===== src/design/lpcr_pkg.sv =====
// Shared types and constants for the length-prefixed command receiver.
// No dependencies.
`timescale 1ns / 1ps

package lpcr_pkg;

	// Result status codes
	localparam logic [2:0] ST_NOTHING  = 3'd0;
	localparam logic [2:0] ST_TAKEN    = 3'd1;
	localparam logic [2:0] ST_PAN      = 3'd2;
	localparam logic [2:0] ST_ADDRESS  = 3'd3;
	localparam logic [2:0] ST_COMMIT   = 3'd4;
	localparam logic [2:0] ST_UNKNOWN  = 3'd5;
	localparam logic [2:0] ST_TIMEOUT  = 3'd6;
	localparam logic [2:0] ST_OVERFLOW = 3'd7;

	// Configuration register indexes
	localparam logic [1:0] REG_PAN_CODE  = 2'd0;
	localparam logic [1:0] REG_ADDR_CODE = 2'd1;
	localparam logic [1:0] REG_COMMIT    = 2'd2;
	localparam logic [1:0] REG_TIMEOUT   = 2'd3;

	// Only the command byte and the eight bytes after it are ever decoded
	localparam int HEAD_BYTES = 9;

	typedef logic [HEAD_BYTES-1:0][7:0] head_t;

	// Framer to decoder: per-step framing result
	typedef struct packed {
		logic       done;    // last payload byte of a frame in this step
		logic [2:0] status;  // framing status when not done
		head_t      head;    // frame head bytes as seen after this step's write
	} frm_res_t;

endpackage


===== src/design/lpcr_framer.sv =====
// Frame tracking for the receiver: length count, write position, timeout
// and the frame head bytes. Depends on lpcr_pkg.
`timescale 1ns / 1ps

module lpcr_framer import lpcr_pkg::*; #(
	parameter int BUFFER_DEPTH = 16
) (
	input  logic        clk,
	input  logic        arst_n,
	input  logic        step_en,
	input  logic        command,
	input  logic [7:0]  data_byte,
	input  logic [15:0] timeout_ticks,
	output frm_res_t    res
);

	localparam int IDX_W = $clog2(BUFFER_DEPTH);

	logic             in_payload_q;
	logic [7:0]       bytes_left_q;
	logic [IDX_W-1:0] write_index_q;
	logic             store_full_q;
	logic [15:0]      tick_count_q;
	logic [7:0]       head_q [HEAD_BYTES];

	logic [15:0] tick_inc;
	logic        timed_out;
	logic [7:0]  bytes_left_dec;
	logic        wr;
	logic        last_slot;

	assign tick_inc       = (tick_count_q == 16'hFFFF) ? tick_count_q : tick_count_q + 16'd1;
	assign timed_out      = tick_inc >= timeout_ticks;
	assign bytes_left_dec = bytes_left_q - 8'd1;
	assign wr             = !command && in_payload_q && !store_full_q;
	assign last_slot      = ({1'b0, write_index_q} + (IDX_W+1)'(1)) >= (IDX_W+1)'(BUFFER_DEPTH);

	always_comb begin
		res.done   = 1'b0;
		res.status = ST_NOTHING;
		if (command) begin
			if (in_payload_q && timed_out) res.status = ST_TIMEOUT;
		end else if (!in_payload_q) begin
			res.status = ST_TAKEN;
		end else if (bytes_left_dec == 8'd0) begin
			res.done = 1'b1;
		end else begin
			res.status = store_full_q ? ST_OVERFLOW : ST_TAKEN;
		end
		// head bytes with this step's byte bypassed in
		for (int k = 0; k < HEAD_BYTES; k++) begin
			res.head[k] = (wr && write_index_q == IDX_W'(k)) ? data_byte : head_q[k];
		end
	end

	always_ff @(posedge clk or negedge arst_n) begin
		if (!arst_n) begin
			in_payload_q  <= 1'b0;
			bytes_left_q  <= 8'd0;
			write_index_q <= '0;
			store_full_q  <= 1'b0;
			tick_count_q  <= 16'd0;
		end else if (step_en) begin
			if (command) begin
				if (in_payload_q) begin
					if (timed_out) begin
						in_payload_q  <= 1'b0;
						bytes_left_q  <= 8'd0;
						write_index_q <= '0;
						store_full_q  <= 1'b0;
						tick_count_q  <= 16'd0;
					end else begin
						tick_count_q <= tick_inc;
					end
				end
			end else if (!in_payload_q) begin
				in_payload_q  <= 1'b1;
				bytes_left_q  <= data_byte;
				write_index_q <= '0;
				store_full_q  <= 1'b0;
				tick_count_q  <= 16'd0;
			end else if (bytes_left_dec == 8'd0) begin
				in_payload_q  <= 1'b0;
				bytes_left_q  <= 8'd0;
				write_index_q <= '0;
				store_full_q  <= 1'b0;
				tick_count_q  <= 16'd0;
			end else begin
				bytes_left_q <= bytes_left_dec;
				if (!store_full_q) begin
					if (last_slot) store_full_q <= 1'b1;
					else write_index_q <= write_index_q + IDX_W'(1);
				end
			end
		end
	end

	// head store: payload only, undefined until written
	always_ff @(posedge clk) begin
		if (step_en) begin
			for (int k = 0; k < HEAD_BYTES; k++) begin
				if (wr && write_index_q == IDX_W'(k)) head_q[k] <= data_byte;
			end
		end
	end

endmodule


===== src/design/lpcr_decoder.sv =====
// Command decode on frame completion and the stored PAN id and address.
// Depends on lpcr_pkg.
`timescale 1ns / 1ps

module lpcr_decoder import lpcr_pkg::*; (
	input  logic        clk,
	input  logic        arst_n,
	input  logic        step_en,
	input  frm_res_t    frm,
	input  logic [7:0]  pan_id_code,
	input  logic [7:0]  address_code,
	input  logic [7:0]  commit_code,
	output logic [2:0]  status,
	output logic [15:0] pan_next,
	output logic [63:0] addr_next
);

	logic [15:0] stored_pan_q;
	logic [63:0] stored_addr_q;
	logic [2:0]  cmd_status;

	always_comb begin
		pan_next  = stored_pan_q;
		addr_next = stored_addr_q;
		priority if (frm.head[0] == pan_id_code) begin
			cmd_status = ST_PAN;
			if (frm.done) pan_next = {frm.head[1], frm.head[2]};
		end else if (frm.head[0] == address_code) begin
			cmd_status = ST_ADDRESS;
			if (frm.done) addr_next = {frm.head[8], frm.head[7], frm.head[6], frm.head[5],
			                           frm.head[4], frm.head[3], frm.head[2], frm.head[1]};
		end else if (frm.head[0] == commit_code) begin
			cmd_status = ST_COMMIT;
		end else begin
			cmd_status = ST_UNKNOWN;
		end
		status = frm.done ? cmd_status : frm.status;
	end

	always_ff @(posedge clk or negedge arst_n) begin
		if (!arst_n) begin
			stored_pan_q  <= 16'd0;
			stored_addr_q <= 64'd0;
		end else if (step_en) begin
			stored_pan_q  <= pan_next;
			stored_addr_q <= addr_next;
		end
	end

endmodule


===== src/design/length_prefixed_command_receiver.sv =====
// Top level of the length-prefixed command receiver: input register,
// config registers, output register. Depends on lpcr_pkg, lpcr_framer, lpcr_decoder.
`timescale 1ns / 1ps

// Length-prefixed command receiver. Each input transfer is either a received
// byte (command = 0) or one timer tick (command = 1), and each produces exactly
// one result transfer carrying a status code plus the current PAN id and
// 64-bit device address. A frame is a length byte (0 means 256) followed by
// that many payload bytes; payload byte 0 selects the command when the frame
// completes. Ticks after the length byte count toward timeout_ticks, at which
// the partial frame is dropped. Throughput is one transfer per cycle while
// the result channel is not blocked. An accepted item is loaded into the
// input register, then passes through the framing/decode logic into the
// output register, whose loading raises result valid. The next item is taken
// while a result waits, as long as the input register is free. Configuration
// writes (cfg_we) are registered into the config registers and should only
// happen while idle. Only the first nine payload bytes are ever decoded, so
// only those are kept; BUFFER_DEPTH sets where overflow starts.

module length_prefixed_command_receiver import lpcr_pkg::*; #(
	parameter int BUFFER_DEPTH = 16
) (
	input  logic        clk,
	input  logic        arst_n,
	// input channel
	input  logic        in_valid,
	output logic        in_ready,
	input  logic        command,
	input  logic [7:0]  data_byte,
	// result channel
	output logic        out_valid,
	input  logic        out_ready,
	output logic [2:0]  status,
	output logic [15:0] pan_id,
	output logic [63:0] device_address,
	// config write port
	input  logic        cfg_we,
	input  logic [1:0]  cfg_index,
	input  logic [15:0] cfg_wdata
);

	// config registers
	logic [7:0]  pan_code_q;
	logic [7:0]  addr_code_q;
	logic [7:0]  commit_code_q;
	logic [15:0] timeout_q;

	always_ff @(posedge clk or negedge arst_n) begin
		if (!arst_n) begin
			pan_code_q    <= 8'd0;
			addr_code_q   <= 8'd1;
			commit_code_q <= 8'd2;
			timeout_q     <= 16'd200;
		end else if (cfg_we) begin
			unique case (cfg_index)
				REG_PAN_CODE:  pan_code_q    <= cfg_wdata[7:0];
				REG_ADDR_CODE: addr_code_q   <= cfg_wdata[7:0];
				REG_COMMIT:    commit_code_q <= cfg_wdata[7:0];
				REG_TIMEOUT:   timeout_q     <= cfg_wdata;
				default: ;
			endcase
		end
	end

	// input register stage
	logic       valid_s1;
	logic       command_s1;
	logic [7:0] byte_s1;
	logic       advance;   // s1 item is processed into the output register

	assign advance  = valid_s1 && (!out_valid || out_ready);
	assign in_ready = !valid_s1 || advance;

	always_ff @(posedge clk or negedge arst_n) begin
		if (!arst_n) begin
			valid_s1 <= 1'b0;
		end else if (in_ready) begin
			valid_s1 <= in_valid;
		end
	end

	always_ff @(posedge clk) begin
		if (in_valid && in_ready) begin
			command_s1 <= command;
			byte_s1    <= data_byte;
		end
	end

	// framing and decode
	frm_res_t    frm;
	logic [2:0]  status_d;
	logic [15:0] pan_d;
	logic [63:0] addr_d;

	lpcr_framer #(
		.BUFFER_DEPTH(BUFFER_DEPTH)
	) u_framer (
		.clk          (clk),
		.arst_n       (arst_n),
		.step_en      (advance),
		.command      (command_s1),
		.data_byte    (byte_s1),
		.timeout_ticks(timeout_q),
		.res          (frm)
	);

	lpcr_decoder u_decoder (
		.clk         (clk),
		.arst_n      (arst_n),
		.step_en     (advance),
		.frm         (frm),
		.pan_id_code (pan_code_q),
		.address_code(addr_code_q),
		.commit_code (commit_code_q),
		.status      (status_d),
		.pan_next    (pan_d),
		.addr_next   (addr_d)
	);

	// output register
	always_ff @(posedge clk or negedge arst_n) begin
		if (!arst_n) begin
			out_valid      <= 1'b0;
			status         <= ST_NOTHING;
			pan_id         <= 16'd0;
			device_address <= 64'd0;
		end else begin
			if (advance) begin
				out_valid      <= 1'b1;
				status         <= status_d;
				pan_id         <= pan_d;
				device_address <= addr_d;
			end else if (out_ready) begin
				out_valid <= 1'b0;
			end
		end
	end

	// a tick can only report nothing or a timeout
	a_tick_status: assert property (@(posedge clk) disable iff (!arst_n)
		advance && command_s1 |=> status == ST_NOTHING || status == ST_TIMEOUT)
		else $error("tick produced a byte or command status");

	// stored PAN id only moves with a PAN update result
	a_pan_change: assert property (@(posedge clk) disable iff (!arst_n)
		advance |=> pan_id == $past(pan_id) || status == ST_PAN)
		else $error("PAN id changed without PAN update");

	// stored address only moves with an address update result
	a_addr_change: assert property (@(posedge clk) disable iff (!arst_n)
		advance |=> device_address == $past(device_address) || status == ST_ADDRESS)
		else $error("address changed without address update");

	// input stalls only when both stages are full and the output is blocked
	a_stall_cause: assert property (@(posedge clk) disable iff (!arst_n)
		!in_ready |-> valid_s1 && out_valid && !out_ready)
		else $error("input stalled without backpressure");

endmodule

===== config.mk =====
export PLATFORM = sky130hd
export DESIGN_NAME = length_prefixed_command_receiver
export DESIGN_NICKNAME = d
export VERILOG_FILES = /design/src/design/lpcr_pkg.sv /design/src/design/lpcr_framer.sv /design/src/design/lpcr_decoder.sv /design/src/design/length_prefixed_command_receiver.sv
export SDC_FILE = /design/constraint.sdc
export NUM_CORES = 1
export LEC_CHECK = 0
export BUFFER_PORTS_ARGS = -buffer_cell sky130_fd_sc_hd__buf_4
export CAP_MARGIN = 20
export CORE_MARGIN = 4
export CORE_UTILIZATION = 30
export CTS_CLUSTER_DIAMETER = 50
export CTS_CLUSTER_SIZE = 16
export DETAILED_ROUTE_END_ITERATION = 7
export GPL_ROUTABILITY_DRIVEN = 0
export PLACE_DENSITY = 0.47
export SETUP_SLACK_MARGIN = 0.02
export SLEW_MARGIN = 10
export SYNTH_ARGS = -nofsm -noshare
export SYNTH_HDL_FRONTEND = slang
export SYNTH_SLANG_ARGS = --single-unit

===== constraint.sdc =====
create_clock -name clk -period 7 [get_ports clk]
set_input_delay 1.75 -clock clk [delete_from_list [all_inputs] [get_ports clk]]
set_output_delay 1.75 -clock clk [all_outputs]
set_load 0.005 [all_outputs]

==> results_dict.tcl <==
set metrics [dict create \
    synth.largest_area_cell "dfrtp_1" \
    track_usage_pct 13.2 \
    clk_transition_reported_paths_ns 0.06 \
    hpwl_um 18000 \
    dpl.cell_count 1363 \
    cts_resized 0 \
    placed_area_mm2 0.0121 \
    hold_buffers 0 \
    drc 0 \
    fin_tns_setup_ns 0 \
    synthArstFlopShare_pct 65.7 \
    p_clk_share_pct 38.9 \
    core_area_mm2 0.0357 \
    vias_per_cell 4.70 \
    fmax_mhz 227 \
    synth_area_per_cell_um2 13.3 \
    synthFlopType "dfrtp_1" \
    fin_util_pct 36.7 \
    vdd_drop_max_uv 190 \
    met2_usage_pct 19.9 \
    switching_power_mw 1.16 \
    cap_viol_max_count 0 \
    drtAntennaViolNets 0 \
    finalCriticalPeriod_ns 4.41 \
    cp.arrival_ns 4.90 \
    final_cell_count_no_fill 1420 \
    first_iter_violations 428 \
    pwr-share-comb_pct 16.9 \
    hold_viol 0 \
    syn-num-nets 870 \
    vias 6680 \
    r2r-start "u_framer.tick_count_q[2]$_DFFE_PN0P_" \
    synth_seq_cells 236 \
    gr-usage-met3_pct 2.64 \
    cts_tree "done" \
    worstPathMaxFanout 15 \
    dr.pass1.iters 5 \
    crit_required_ns 7.49 \
    final_layout_size_suffix_gt1_share_pct 39.4 \
    syn2layout_area_growth_pct 20.5 \
    top_usage_layer "met2" \
    p_int_mw 2.78 \
    holdPathStages 1 \
    core.rowCount 69 \
    yosys_warnings 0 \
    synth-seq-area-share_pct 53.8 \
    yosysMostFrequentCell "dfrtp_1" \
    startpoint "u_framer.tick_count_q[2]$_DFFE_PN0P_" \
    dieHeight_um 198 \
    end_kind "flop" \
    outcome "complete, no violations" \
    postCtsSetupRepairBufs 0 \
    grt_pass1_wl_um 41100 \
    cts_made_buffers 30 \
    p_seq_share_pct 44.2 \
    p_per_area_mw_per_mm2 302 \
    routed_wl_um 26200 \
    critPathKind "reg2reg" \
    htree_num_levels 1 \
    start_util_pct 30.4 \
    synth_area_mm2 0.0108 \
    min_period_over_period_pct 63.1 \
    portBuffers 116 \
    skew_ns 0.0287 \
    hp-start "u_framer.head_q[6][7]$_DFF_P_" \
    finalSetupViolations 0 \
    synth_cell_types 75 \
    maxSlewViolCount 0 \
    grt_start_max_net_pins 55 \
    grt_pass1_vias 6795 \
    post-route-cell-area_mm2 0.0131 \
    setup.worst_path.start_class "flop" \
    cts_sinks 236 \
    final_nets 989 \
    synth_cells 815 \
    antenna_found_initial 1 \
    tightestPinTransition_ns 0.894 \
    n_fill_cell 3487 \
    ios 117 \
    ys_top_cells_by_count "dfrtp_1 (150), mux2_2 (108), mux2_4 (70)" \
    hp-class "reg2reg" \
    switching_share_pct 29.4 \
    dieWidth_um 198 \
    die_area_mm2 0.0393 \
    clock_latency_ns 0.58 \
    wl_per_cell_um 18.5 \
    cts-root-buf "clkbuf_16" \
    cts_buffer_depth 3 \
    rsz0062_at_grt "no" \
    synth_edf_count 33 \
    p_leak_nw 6.24 \
    synthTopCellsByArea "dfrtp_1 (35%), mux2_2 (11%), mux2_4 (9.7%)" \
    r2r.worst_path.cells 14 \
    worst_hold_slack_ns 0.472 \
    synth_top_area_share_pct 34.6 \
    max_slew_margin_pct 40.4 \
    met1_usage_pct 19.6 \
    overflow 0 \
]
[per-stage QoR]
step           setup slack, ns  power, mW
6_report                  2.59       3.94
4_1_cts                   2.65       4.01
5_1_grt                   2.22       4.18
3_5_place_dp              2.65       2.45
2_1_floorplan             3.33       2.25
3_3_place_gp              2.77       2.43
[sequential cells by signal, summed over array words and instances (netlist names), 16 cells and up]
register and cells:
u_decoder.stored_pan_q 16, u_framer.head_q 72, timeout_q 16, u_decoder.stored_addr_q 64, u_framer.tick_count_q 16
[placed cells by master (no fill, tap or decap), types with 6 or more instances in the layout]
master and instances:
dfrtp_1 150, buf_4 121, mux2_2 108, mux2_4 70, dfxtp_1 48, nand2_1 38
o21ai_0 33, edfxtp_1 33, inv_1 32, clkbuf_16 30, nor2_1 28, xnor2_1 25
ha_1 23, nand3_1 15, a21oi_1 14, xor2_1 12, mux2i_1 11, and2_1 9
and3_1 9, o31ai_1 8, o22ai_1 8, nor4_1 7, nor3_1 6, inv_6 6
[worst max-delay path, cell delays in order (launching register included)]
cell,delay (ns)
dfrtp_1,0.46
and4_1,0.31
nand4_1,0.22
nor3_1,0.57
nor2b_1,0.22
and3_1,0.25
xor2_1,0.20
ha_1,0.28
a21oi_1,0.14
o21ai_0,0.08
a221o_1,0.37
a211o_1,0.50
nand2_1,0.44
o21ai_0,0.16
nor2_1,0.12
[cells by family after synthesis]
kind of cell | synth area share (%)
mux | 22.0
fa+ha+maj | 2.65
buf+inv | 3.81
compound gates | 6.69
simple gates | 8.01
flops | 53.8
xor+xnor | 2.99
[final timing paths]
| kind | end | slack (ns) |
|---|---|---|
| worst max-delay path | u_framer.write_index_q[2]$_DFFE_PN0P_ | 2.59 |
| worst min-delay path | u_framer.head_q[6][7]$_DFF_P_ | 0.47 |
| worst max register to register | u_framer.write_index_q[2]$_DFFE_PN0P_ | 2.59 |
| worst min register to register | u_framer.head_q[6][7]$_DFF_P_ | 0.47 |
| max in group asynchronous | u_decoder.stored_pan_q[3]$_DFFE_PN0P_ | 4.75 |
| min in group asynchronous | u_decoder.stored_addr_q[32]$_DFFE_PN0P_ | 1.12 |
[power groups by stage]
stage | Sequential (mW) | Combinational [mW] | Clock [mW]
finish | 1.74 | 0.667 | 1.53
global route | 1.77 | 0.760 | 1.65
CTS | 1.74 | 0.679 | 1.58
detailed placement | 1.77 | 0.677 | 0
global placement | 1.76 | 0.672 | 0
floorplan | 1.70 | 0.542 | 0
[area by class of cell]
type                    instances  area (um^2)  area share (%)
repair buffers                122          920            7.04
diodes                          1         2.50          0.0191
flip-flops and latches        236         5840            44.7
clock inverters                23          221            1.69
multi-input cells             511         4600            35.2
clock buffers                  33          792            6.06
well taps                     461          577            4.41
inverters                      33          124           0.948
[per-layer routing]
layer / vias up / share of wire (%)
li1: 3191 / -
met2: 144 / 44
met3: 40 / 4.7
met4: 0 / 1.9
met5: - / 0
met1: 3305 / 49
No activity file was read; power rests on OpenSTA's default activity.
